## src/lwma_pkg.sv

```systemverilog
// Shared types, sizes and helper functions for the weighted moving average.
// No dependencies; every other file in src but lwma_ram refers to it by scoped names.
package lwma_pkg;

  localparam int MAX_WINDOW  = 32;
  localparam int SAMPLE_BITS = 16;
  localparam int WS_BITS     = 6;
  localparam int WS_RESET    = 8;

  localparam int ADDR_W  = (MAX_WINDOW > 1) ? $clog2(MAX_WINDOW) : 1;
  localparam int WIN_W   = $clog2(MAX_WINDOW + 1);
  localparam int TRI_MAX = MAX_WINDOW * (MAX_WINDOW + 1) / 2;
  localparam int DIV_W   = (TRI_MAX > 1) ? $clog2(TRI_MAX + 1) : 1;
  localparam int SUM_W   = SAMPLE_BITS + DIV_W;
  localparam int PROD_W  = SAMPLE_BITS + WIN_W + 1;
  localparam int CNT_W   = $clog2(SUM_W + 1);

  typedef logic signed [SAMPLE_BITS-1:0] sample_t;
  typedef logic [WS_BITS-1:0]            wsize_t;
  typedef logic [WIN_W-1:0]              win_t;
  typedef logic [ADDR_W-1:0]             addr_t;
  typedef logic [DIV_W-1:0]              divisor_t;
  typedef logic signed [SUM_W-1:0]       sum_t;

  // clamp the programmed size into 1..MAX_WINDOW
  function automatic win_t eff_window(wsize_t ws);
    win_t w;
    if (ws == '0) begin
      w = win_t'(1);
    end else if (int'(ws) > MAX_WINDOW) begin
      w = win_t'(MAX_WINDOW);
    end else begin
      w = win_t'(ws);
    end
    return w;
  endfunction

  // sum of weights 1..w
  function automatic divisor_t tri_num(win_t w);
    logic [2*WIN_W:0] p;
    p = ({{(WIN_W+1){1'b0}}, w} * {{WIN_W{1'b0}}, w + 1'b1}) >> 1;
    return divisor_t'(p);
  endfunction

endpackage

```

## src/lwma_if.sv

```systemverilog
// Valid/ready channel interfaces for sample and average words.
// Depends on lwma_pkg.
interface lwma_sample_if;
  logic              valid;
  logic              ready;
  lwma_pkg::sample_t sample;

  modport source (output valid, output sample, input ready);
  modport sink   (input valid, input sample, output ready);
endinterface

interface lwma_average_if;
  logic              valid;
  logic              ready;
  lwma_pkg::sample_t average;

  modport source (output valid, output average, input ready);
  modport sink   (input valid, input average, output ready);
endinterface

```

## src/lwma_ram.sv

```systemverilog
// Generic single write port, single read port RAM with registered read.
// No dependencies.
module lwma_ram #(
  parameter int WIDTH = 16,
  parameter int DEPTH = 32
) (
  input  logic                                       clk_i,
  input  logic                                       we_i,
  input  logic [((DEPTH > 1) ? $clog2(DEPTH) : 1)-1:0] waddr_i,
  input  logic [WIDTH-1:0]                           wdata_i,
  input  logic [((DEPTH > 1) ? $clog2(DEPTH) : 1)-1:0] raddr_i,
  output logic [WIDTH-1:0]                           rdata_o
);
  logic [WIDTH-1:0] mem_q [DEPTH];

  always_ff @(posedge clk_i) begin
    if (we_i) begin
      mem_q[waddr_i] <= wdata_i;
    end
    rdata_o <= mem_q[raddr_i];
  end
endmodule

```

## src/lwma_mac.sv

```systemverilog
// Shared multiply-accumulate unit: one tap per cycle, product registered
// before the add. Depends on lwma_pkg.
module lwma_mac (
  input  logic              clk_i,
  input  logic              rst_ni,
  input  logic              clr_i,
  input  logic              issue_i,   // tap read issued this cycle
  input  lwma_pkg::win_t    weight_i,
  input  logic              live_i,    // slot holds a written sample
  input  lwma_pkg::sample_t rdata_i,   // RAM data for the tap issued the cycle before
  output logic              busy_o,
  output lwma_pkg::sum_t    acc_o
);
  logic                                   s1_q, s2_q;
  lwma_pkg::win_t                         w1_q;
  logic                                   live1_q;
  logic signed [lwma_pkg::PROD_W-1:0]     prod_q;
  lwma_pkg::sum_t                         acc_q;
  lwma_pkg::sample_t                      opnd;

  assign opnd = live1_q ? rdata_i : '0;

  always_ff @(posedge clk_i or negedge rst_ni) begin
    if (!rst_ni) begin
      s1_q <= 1'b0;
      s2_q <= 1'b0;
    end else begin
      s1_q <= issue_i;
      s2_q <= s1_q;
    end
  end

  always_ff @(posedge clk_i) begin
    w1_q    <= weight_i;
    live1_q <= live_i;
    prod_q  <= lwma_pkg::PROD_W'(opnd) * lwma_pkg::PROD_W'($signed({1'b0, w1_q}));
    if (clr_i) begin
      acc_q <= '0;
    end else if (s2_q) begin
      acc_q <= acc_q + lwma_pkg::SUM_W'(prod_q);
    end
  end

  assign busy_o = s1_q | s2_q;
  assign acc_o  = acc_q;
endmodule

```

## src/lwma_div.sv

```systemverilog
// Restoring divider, one quotient bit per cycle, truncates toward zero.
// Depends on lwma_pkg.
module lwma_div (
  input  logic               clk_i,
  input  logic               rst_ni,
  input  logic               start_i,
  input  lwma_pkg::sum_t     dividend_i,
  input  lwma_pkg::divisor_t divisor_i,
  output logic               done_o,
  output lwma_pkg::sample_t  quotient_o
);
  localparam int SW = lwma_pkg::SUM_W;
  localparam int DW = lwma_pkg::DIV_W;

  logic                        busy_q;
  logic [lwma_pkg::CNT_W-1:0]  cnt_q;
  logic                        neg_q;
  logic [SW-1:0]               quo_q;
  logic [DW-1:0]               rem_q;
  logic [DW-1:0]               den_q;
  logic [DW:0]                 trial;
  logic                        fit;
  logic [SW-1:0]               res;

  assign trial = {rem_q, quo_q[SW-1]};
  assign fit   = trial >= {1'b0, den_q};

  always_ff @(posedge clk_i or negedge rst_ni) begin
    if (!rst_ni) begin
      busy_q <= 1'b0;
      cnt_q  <= '0;
    end else if (start_i) begin
      busy_q <= 1'b1;
      cnt_q  <= lwma_pkg::CNT_W'(SW);
    end else if (busy_q) begin
      if (cnt_q == '0) begin
        busy_q <= 1'b0;
      end else begin
        cnt_q <= cnt_q - 1'b1;
      end
    end
  end

  always_ff @(posedge clk_i) begin
    if (start_i) begin
      neg_q <= dividend_i[SW-1];
      quo_q <= dividend_i[SW-1] ? SW'(-dividend_i) : SW'(dividend_i);
      rem_q <= '0;
      den_q <= divisor_i;
    end else if (busy_q && cnt_q != '0) begin
      rem_q <= fit ? DW'(trial - {1'b0, den_q}) : DW'(trial);
      quo_q <= {quo_q[SW-2:0], fit};
    end
  end

  assign res        = neg_q ? (~quo_q + 1'b1) : quo_q;
  assign done_o     = busy_q && (cnt_q == '0);
  assign quotient_o = lwma_pkg::sample_t'(res[lwma_pkg::SAMPLE_BITS-1:0]);
endmodule

```

## src/linear_weighted_moving_average.sv

```systemverilog
// Top level of the linearly weighted moving average: sequencer, history RAM,
// shared MAC and serial divider. Depends on lwma_pkg, lwma_if, lwma_ram,
// lwma_mac and lwma_div.
//
//   port         dir  width  role
//   sample_i     in   16     signed sample word, valid/ready
//   average_o    out  16     signed weighted average word, valid/ready
//   cfg_we_i     in   1      window_size write strobe
//   cfg_wdata_i  in   6      window_size value (0 acts as 1, >32 as 32)
//
// Each word runs the MAC loop over the history RAM (one tap a cycle, W taps,
// W the clamped window size), then the 26-step restoring divide, then the
// load into the output register. sample_i.ready is high only when
// the sequencer is idle. A finished average sits in the output register, so a
// stalled average_o does not hold off the next sample; a second result waits
// in the divider until the register frees. Reset clears control state and the
// fill count; unwritten history slots read as zero through that count.
module linear_weighted_moving_average (
  input  logic                   clk_i,
  input  logic                   rst_ni,
  lwma_sample_if.sink            sample_i,
  lwma_average_if.source         average_o,
  input  logic                   cfg_we_i,
  input  lwma_pkg::wsize_t       cfg_wdata_i
);

  typedef enum logic [3:0] {
    ST_IDLE = 4'b0001,
    ST_MAC  = 4'b0010,
    ST_DIV  = 4'b0100,
    ST_HOLD = 4'b1000
  } state_e;

  state_e state_q, state_d;

  lwma_pkg::wsize_t   ws_q;
  lwma_pkg::addr_t    wr_ptr_q, wr_ptr_d;
  lwma_pkg::addr_t    rd_ptr_q, rd_ptr_d;
  lwma_pkg::win_t     fill_q, fill_d;   // samples written, saturates
  lwma_pkg::win_t     w_q, w_d;         // window latched per word
  lwma_pkg::win_t     k_q, k_d;         // tap index, 0 = newest
  lwma_pkg::divisor_t tri_q, tri_d;

  logic               accept;
  logic               issue;
  logic               mac_busy;
  lwma_pkg::sum_t     acc;
  logic               div_start;
  logic               div_done;
  lwma_pkg::sample_t  quotient;
  lwma_pkg::sample_t  ram_rdata;

  logic               out_valid_q, out_valid_d;
  lwma_pkg::sample_t  avg_q;
  logic               out_free;
  logic               load;

  assign sample_i.ready = (state_q == ST_IDLE);
  assign accept         = sample_i.valid && sample_i.ready;
  assign issue          = (state_q == ST_MAC) && (k_q != w_q);
  assign out_free       = !out_valid_q || average_o.ready;

  // sequencer
  always_comb begin
    state_d   = state_q;
    wr_ptr_d  = wr_ptr_q;
    rd_ptr_d  = rd_ptr_q;
    fill_d    = fill_q;
    w_d       = w_q;
    k_d       = k_q;
    tri_d     = tri_q;
    div_start = 1'b0;
    load      = 1'b0;
    unique case (state_q)
      ST_IDLE: begin
        if (accept) begin
          wr_ptr_d = (wr_ptr_q == lwma_pkg::addr_t'(lwma_pkg::MAX_WINDOW - 1))
                     ? '0 : wr_ptr_q + 1'b1;
          rd_ptr_d = wr_ptr_q;
          if (fill_q != lwma_pkg::win_t'(lwma_pkg::MAX_WINDOW)) begin
            fill_d = fill_q + 1'b1;
          end
          w_d     = lwma_pkg::eff_window(ws_q);
          tri_d   = lwma_pkg::tri_num(lwma_pkg::eff_window(ws_q));
          k_d     = '0;
          state_d = ST_MAC;
        end
      end
      ST_MAC: begin
        if (issue) begin
          k_d      = k_q + 1'b1;
          rd_ptr_d = (rd_ptr_q == '0)
                     ? lwma_pkg::addr_t'(lwma_pkg::MAX_WINDOW - 1) : rd_ptr_q - 1'b1;
        end else if (!mac_busy) begin
          div_start = 1'b1;
          state_d   = ST_DIV;
        end
      end
      ST_DIV: begin
        if (div_done) begin
          if (out_free) begin
            load    = 1'b1;
            state_d = ST_IDLE;
          end else begin
            state_d = ST_HOLD;
          end
        end
      end
      ST_HOLD: begin
        // divider keeps its quotient until the next start
        if (out_free) begin
          load    = 1'b1;
          state_d = ST_IDLE;
        end
      end
      default: state_d = ST_IDLE;
    endcase
  end

  always_comb begin
    if (load) begin
      out_valid_d = 1'b1;
    end else if (average_o.ready) begin
      out_valid_d = 1'b0;
    end else begin
      out_valid_d = out_valid_q;
    end
  end

  always_ff @(posedge clk_i or negedge rst_ni) begin
    if (!rst_ni) begin
      state_q     <= ST_IDLE;
      ws_q        <= lwma_pkg::wsize_t'(lwma_pkg::WS_RESET);
      wr_ptr_q    <= '0;
      rd_ptr_q    <= '0;
      fill_q      <= '0;
      w_q         <= '0;
      k_q         <= '0;
      out_valid_q <= 1'b0;
    end else begin
      state_q     <= state_d;
      wr_ptr_q    <= wr_ptr_d;
      rd_ptr_q    <= rd_ptr_d;
      fill_q      <= fill_d;
      w_q         <= w_d;
      k_q         <= k_d;
      out_valid_q <= out_valid_d;
      if (cfg_we_i) begin
        ws_q <= cfg_wdata_i;
      end
    end
  end

  always_ff @(posedge clk_i) begin
    tri_q <= tri_d;
    if (load) begin
      avg_q <= quotient;
    end
  end

  assign average_o.valid   = out_valid_q;
  assign average_o.average = avg_q;

  // history ring, newest word at wr_ptr - 1
  lwma_ram #(
    .WIDTH (lwma_pkg::SAMPLE_BITS),
    .DEPTH (lwma_pkg::MAX_WINDOW)
  ) u_hist (
    .clk_i   (clk_i),
    .we_i    (accept),
    .waddr_i (wr_ptr_q),
    .wdata_i (sample_i.sample),
    .raddr_i (rd_ptr_q),
    .rdata_o (ram_rdata)
  );

  // weight of tap k is w - k; slots beyond the fill count count as zero
  lwma_mac u_mac (
    .clk_i    (clk_i),
    .rst_ni   (rst_ni),
    .clr_i    (accept),
    .issue_i  (issue),
    .weight_i (w_q - k_q),
    .live_i   (k_q < fill_q),
    .rdata_i  (ram_rdata),
    .busy_o   (mac_busy),
    .acc_o    (acc)
  );

  lwma_div u_div (
    .clk_i      (clk_i),
    .rst_ni     (rst_ni),
    .start_i    (div_start),
    .dividend_i (acc),
    .divisor_i  (tri_q),
    .done_o     (div_done),
    .quotient_o (quotient)
  );

endmodule

```

## src/flat_wrapper.sv

```systemverilog
// flat-port wrapper written by rule: the top's interface ports become plain ports
module linear_weighted_moving_average_flat 
  (clk_i, rst_ni, cfg_we_i, cfg_wdata_i, sample_i_valid, sample_i_sample, sample_i_ready, average_o_valid, average_o_average, average_o_ready);
  lwma_sample_if sample_i_i ();
  lwma_average_if average_o_i ();
  input  logic clk_i;
  input  logic rst_ni;
  input  logic cfg_we_i;
  input  lwma_pkg::wsize_t cfg_wdata_i;
  input wire logic [$bits(sample_i_i.valid)-1:0] sample_i_valid;
  input wire logic [$bits(sample_i_i.sample)-1:0] sample_i_sample;
  output wire logic [$bits(sample_i_i.ready)-1:0] sample_i_ready;
  output wire logic [$bits(average_o_i.valid)-1:0] average_o_valid;
  output wire logic [$bits(average_o_i.average)-1:0] average_o_average;
  input wire logic [$bits(average_o_i.ready)-1:0] average_o_ready;
  assign sample_i_i.valid = sample_i_valid;
  assign sample_i_i.sample = sample_i_sample;
  assign sample_i_ready = sample_i_i.ready;
  assign average_o_valid = average_o_i.valid;
  assign average_o_average = average_o_i.average;
  assign average_o_i.ready = average_o_ready;
  linear_weighted_moving_average u_core (.clk_i(clk_i), .rst_ni(rst_ni), .sample_i(sample_i_i), .average_o(average_o_i), .cfg_we_i(cfg_we_i), .cfg_wdata_i(cfg_wdata_i));
endmodule
```

## config.mk

```make
export PLATFORM = sky130hd
export DESIGN_NAME = linear_weighted_moving_average_flat
export DESIGN_NICKNAME = d
export VERILOG_FILES = /design/src/lwma_pkg.sv /design/src/lwma_if.sv /design/src/lwma_ram.sv /design/src/lwma_mac.sv /design/src/lwma_div.sv /design/src/linear_weighted_moving_average.sv /design/src/flat_wrapper.sv
export SDC_FILE = /design/constraint.sdc
export NUM_CORES = 1
export LEC_CHECK = 0
export ABC_AREA = 1
export BUFFER_PORTS_ARGS = -buffer_cell sky130_fd_sc_hd__buf_4
export CAP_MARGIN = 20
export CORE_MARGIN = 4
export CORE_UTILIZATION = 52
export CTS_CLUSTER_DIAMETER = 150
export CTS_CLUSTER_SIZE = 24
export DETAILED_ROUTE_END_ITERATION = 12
export PLACE_DENSITY_LB_ADDON = 0.2
export SYNTH_ARGS = -nofsm -noshare
export SYNTH_HDL_FRONTEND = slang
export SYNTH_SLANG_ARGS = --single-unit
export TNS_END_PERCENT = 50
```

## constraint.sdc

```tcl
create_clock -name clk_i -period 6.7 [get_ports clk_i]
set_clock_uncertainty 0.1 [all_clocks]
set_input_delay 0.67 -clock clk_i [delete_from_list [all_inputs] [get_ports clk_i]]
set_output_delay 0.67 -clock clk_i [all_outputs]
set_load 0.05 [all_outputs]
```

* Word-level counts from Yosys, hierarchy flattened
Memories as Yosys holds them, arrays and structs flattened. A register that Yosys moved wholly into a read port is not among the register bits.
Cells that the tools add are included.
W data, S select, Z words.
** Cells by class
- Add/subtract/negate cells :: 11
- $mul :: 2
- $lt $le $gt $ge :: 3
- Equality and inequality tests :: 14
- Multiplexer cells :: 41
- Bitwise logic cells :: 2
- Reductions and logical operators :: 19
** Operator list (count)
- $mux W26 :: 3
- $mux W6 :: 6
- $mux W5 :: 7
- $mux W16 :: 2
- $add A26 B23 Y26 :: 1
- $neg A26 Y26 :: 1
- $mux W4 :: 6
- $mul A16 B7 Y23 :: 1
- $add A6 B1 Y6 const B :: 3
- $add A16 B1 Y16 const B :: 1
- $not A16 Y16 :: 1
- $pmux W4 S4 :: 1
- $mux W1 :: 12
- $pmux W6 S2 :: 1
- $ge A11 B10 Y1 :: 1
- $mul A6 B6 Y11 :: 1
- $logic_not A5 Y1 :: 2
- $mux W10 :: 1
- $pmux W5 S2 :: 1
- $sub A10 B10 Y10 :: 1
- $sub A5 B1 Y5 const B :: 2
- $ne A2 B2 Y1 const B :: 4
- $reduce_bool A2 Y1 :: 4
- $gt A6 B6 Y1 const B :: 1
- 21 further kinds :: 28
** Storage, ports and cells
- Register bits :: 176
- Bits in writable memories :: 512
- Input port bits :: 27
- Output and inout port bits :: 18
- Logic and storage cells :: 115
- Memories :: 1
** Memories
- u_core.u_hist.mem_q :: words 32, bits a word 16, rd ports 1, clocked after memory_dff 1, wr ports 1, RTL line lwma_ram.sv:14 : logic [WIDTH-1:0] mem_q [DEPTH];

* Longest topological paths before layout
- Depth after elaboration :: 7
- Depth in mapped cells :: 22
- Gate-level depth less buffers :: 22

* Modules after synthesis
Synthesis repeated with hierarchy kept, for this count alone.
** Second synthesis, totals
- Cell total of the unflattened synthesis :: 3896
- Area total of the unflattened synthesis :: 36673.9 um^2
** By module, submodules not included
- lwma_ram :: instances 1, cells each 1794, area an instance 21301.7 um^2, seq. area each 15695.1 um^2
- lwma_mac :: instances 1, cells each 1048, area an instance 7136.8 um^2, seq. area each 1171.1 um^2
- linear_weighted_moving_average :: instances 1, cells each 506, area an instance 4366.7 um^2, seq. area each 1759.2 um^2
- lwma_div :: instances 1, cells each 548, area an instance 3868.7 um^2, seq. area each 1461.4 um^2

* Least setup slack after synthesis
No wires, ideal clock.
- Kind :: register to register
- Start point :: register u_core.ws_q[4]
- End point :: register u_core.tri_q[7] (data pin)
- Library setup time :: 0.265 ns
- Arrival :: 4.434 ns
- Required time :: 6.335 ns
- Slack :: 1.901 ns
- Stages on the path, launching flop included :: 20
- Path buffers :: 0
- Period minus slack after synthesis :: 4.799 ns
- Path through :: dfrtp_1 nor3_1 nand3_1 o21ai_1 nand2_1 inv_1 ha_1 nand3_1 ha_1 or2_2 fa_1 fa_1 fa_1 inv_1 ha_1 a21oi_1 nand2_1 a21oi_1 o21ai_0 xor2_1
** Between the ends
- Longest elaborated chain between the ends :: 7
- Elaborated cells between the ends (all ways) :: 8
- Classes of those cells :: add/sub: 1; mul: 1; order compare: 1; mux: 4; reduce/logical: 1
** RTL lines
- start: declaration :: RTL line linear_weighted_moving_average.sv:36 : lwma_pkg::wsize_t ws_q;
- start signal: assignment :: RTL line linear_weighted_moving_average.sv:133 : ws_q <= lwma_pkg::wsize_t'(lwma_pkg::WS_RESET);
- start signal: assignment :: RTL line linear_weighted_moving_average.sv:149 : ws_q <= cfg_wdata_i;
- $gt A6 B6 Y1 :: RTL line lwma_pkg.sv:30 : end else if (int'(ws) > MAX_WINDOW) begin
- $mux W6 :: RTL line lwma_pkg.sv:30
- $mux W6 (*) :: RTL line lwma_pkg.sv:28 : if (ws == '0) begin
- $mux W6 (*) :: RTL line linear_weighted_moving_average.sv:76 : if (accept) begin
- $mux W6 (*) :: RTL line linear_weighted_moving_average.sv:74 : unique case (state_q)
- $add A6 B1 Y6 :: RTL line lwma_pkg.sv:41 : p = ({{(WIN_W+1){1'b0}}, w} * {{WIN_W{1'b0}}, w + 1'b1}) >> 1;
- $mul A6 B6 Y11 (*) :: RTL line lwma_pkg.sv:41
- end signal: assignment :: RTL line linear_weighted_moving_average.sv:155 : tri_q <= tri_d;
- end: declaration :: RTL line linear_weighted_moving_average.sv:42 : lwma_pkg::divisor_t tri_q, tri_d;
Mark *: on every way between the ends. The rest lies on a longest branch, timed or not. The select of a mux whose other input is x is not followed.
A chain may end at the register's enable or synchronous reset.

* Worst setup path after layout
Same ends and word-level chain as after synthesis.

==> results.md <==
* Outcome: finished, final reports clean
* Met2 Resource Use GR at 38.6%
* Post-synth EDFFs at 575
* Hold slack at 204 ps
* Overflow after GRT at 0
* Synth Flop Type: edfxtp_1
* Area leader, netlist: edfxtp_1
* Drt drc at 0
* Nets at 3738
* First-pass GRT wire length at 130000 µm
* Largest stage delay on the critical path at 540 ps
* Met1 global-route usage at 30.0%
* Die W at 269 µm
* Layout cells sized above 1 at 5.03%
* Buffers on Ports at 44
* CTS Sinks at 704
* Non-filler cells, final at 4389
* I/O pin count at 45
* Routed Antenna Nets at 0
* Clock Latency Late Sink at 600 ps
* Initial DRC count at 2135
* Die span in y at 269 µm
* CP Launch Type: flop
* Post-CTS setup buffers at 0
* Number of warnings issued by yosys at 0
* Synthesized area at 35500 µm²
* Routability congestion estimate at 0.856
* Slew HR at 30.4%
* Largest net degree at the start of global routing at 120
* DP Cell Count at 4329
* Max-cap violations at 0
* Worst min path class: in2reg
* Cell Chain, Critical Path: nor3_1 > nand3_1 > o21ai_1 > nand2_1 > inv_1 > ha_1 > nand3_1 > ha_1 > or2_2 > fa_1 > fa_1 > fa_1 > inv_1 > ha_1 > a21oi_1 > nand2_1 > a21oi_1 > o21ai_0 > xor2_1
* Top post-synthesis cells by area: edfxtp_1 49%, nor2_1 5.8%, nand2_1 5.4%
* Die area at 72500 µm²
* Sum Neg Setup Slack at 0 ps
* Root Buffer: clkbuf_16
* Fin. Hold Viols at 0
* CTS Buffer Depth at 3
* Row count at 95
* Fmax at 0.195 GHz
* Placeable Area at 67400 µm²
* Avg Cell Area, Syn at 10.1 µm²
* Initial antenna violation count at 0
* Critical Path Fanout Max at 8
* Critical Path End Type: flop
* Crit path DAT at 5380 ps
* Via count at 24.1k
* #FFs+latches synth at 704
* Cell count after synthesis at 3513
* Routed WL at 82500 µm
* Clock slew at reported path FFs at 100 ps
* Net Count, Synth at 3755
* Starting density of the core at 52.6%
* Worst path slowest cell: fa_1
* Final Cycle Share at 76.5%
* Unrepaired setup endpoints after global routing: no
* CTS tree: yes
* H-tree depth at 2
* Worst-Margin Slew at 1040 ps
* Area growth, synth to finish at 5.81%
* Min Tclk post-route at 5130 ps
* Register area share after synthesis at 56.6%
* Drt wl/cell at 18.8 µm
* Layer with the highest usage: met2
* Number of global-route vias before repair at 23.1k
* Vias per std cell at 5.49
* Worst setup path class: reg2reg
* Final HPWL DP at 53000 µm
* CTS Buf Count at 35
* Share of the synthesized area in the top cell type at 48.7%
* Post-synth ARST share at 6.68%
* Required time worst endpoint at 6950 ps
* M3 GR Usage at 2.32%
* Max Slew Vio Count at 0
* Synth unique cells at 54
* GR Util All Layers at 22.4%
* Setup violators final at 0
* Ant diodes at 0
* Drt first pass iters at 6
==> worst paths after layout <==
path	start	to	slack, ps	depth (start not counted)
min in group asynchronous	rst_ni	u_core.ws_q[5]	530	2
setup / recovery	u_core.ws_q[4]	u_core.tri_q[7]	1570	19
hold reg to reg	u_core.u_mac.s1_q	u_core.u_mac.s2_q	310	0
hold / removal	cfg_wdata_i[3]	u_core.ws_q[3]	200	3
setup reg to reg	u_core.ws_q[4]	u_core.tri_q[7]	1570	19
max in group asynchronous	rst_ni	u_core.rd_ptr_q[1]	5440	2
==> synthesized netlist by cell type (40+ instances only) <==
| cell type | instances |
|---|---|
| o22ai_1 | 76 |
| o21ai_0 | 330 |
| a21oi_1 | 92 |
| fa_1 | 85 |
| inv_1 | 407 |
| nand4_1 | 40 |
| clkbuf_1 | 62 |
| nor2_1 | 544 |
| dfrtp_1 | 45 |
| nand2_1 | 513 |
| ha_1 | 130 |
| o211ai_1 | 47 |
| xor2_1 | 62 |
| dfxtp_1 | 82 |
| edfxtp_1 | 575 |
| nand3_1 | 178 |
| buf_2 | 43 |
==> sequential cells by signal (all words and copies together), names as in the netlist, 10 cells and up <==
| register | cells |
|---|---|
| u_core.u_mac.prod_q | 23 |
| u_core.tri_q | 10 |
| u_core.u_hist.rdata_o | 16 |
| u_core.u_div.rem_q | 10 |
| u_core.u_div.quo_q | 26 |
| u_core.average_o.average | 16 |
| u_core.u_div.den_q | 10 |
| u_core.u_hist.mem_q | 512 |
| u_core.u_mac.acc_o | 26 |
==> stage by stage <==
| stage | setup slack, ps | instance area, µm² | utilization (%) |
|---|---|---|---|
| floorplan | 1900 | 35500 | - |
| global placement | 1630 | 36500 | 54.1 |
| detailed placement | 1570 | 36500 | 54.1 |
| CTS | 1560 | 37500 | 55.6 |
| global route | 1190 | 37500 | 55.7 |
| finish | 1570 | 37500 | 55.7 |
==> layout by cell type, fill, tap and decap left out, types with 5 or more instances in the layout <==
cell	Yosys	layout
nor3_2	1	5
buf_4	10	86
nor3_1	20	16
dfxtp_1	82	82
o22ai_1	76	76
edfxtp_1	575	575
nand3b_1	6	6
a21o_1	7	7
clkbuf_16	0	35
nand2_1	513	513
clkbuf_1	62	17
o221ai_1	12	12
dfrtp_1	45	43
nand3_1	178	178
o211ai_1	47	47
a31oi_1	7	7
o21ai_0	330	330
a21oi_1	92	92
inv_1	407	405
nor2_1	544	539
nand4_1	40	40
o21ai_1	27	27
fa_1	85	85
ha_1	130	130
o21bai_1	8	8
xnor2_1	23	23
xor2_1	62	62
or2_2	7	7
nor2_2	6	11
==> routing by layer <==
metal	routed length (µm)	share of wire, %
met2	40500	49
met5	0	0
met4	2940	3.6
met3	4010	4.9
met1	35100	42
==> worst max-delay path: cells and delay by family (launching register included) <==
kind	cells	cell delay (ps)
xor gates and xnor gates	1	140
and+or+nand+nor	6	1050
buffers and inverters	2	220
DFF	1	380
adders and majority gates	6	2450
AOI/OAI and AO/OA	4	560
==> cell families after synthesis <==
group	after synthesis	share of synthesized area, %
adders and majority gates	215	9.38
and+or+nand+nor	1331	15.4
AOI/OAI and AO/OA	623	9.85
xor gates and xnor gates	85	2.10
DFF	704	56.6
buffers and inverters	555	6.66
==> final cells by class <==
class,instances,area [µm²]
well taps,873,1090
clock buffers,52,940
multi-input cells,2254,13100
flip-flops and latches,704,20100
inverters,411,1550
repair buffers,90,731
clock inverters,5,75.1
fillers,5847,29900
==> timing repair <==
item / 4_1_cts / 5_1_grt
hold buffers: 1 / 0
setup endpoints to repair: 0 / 0
resized for setup: 0 / 0
hold endpoints to repair: 5 / 0
Power is not shown: default switching activity piles up to over one toggle a cycle in this logic, so the estimate is an artifact.
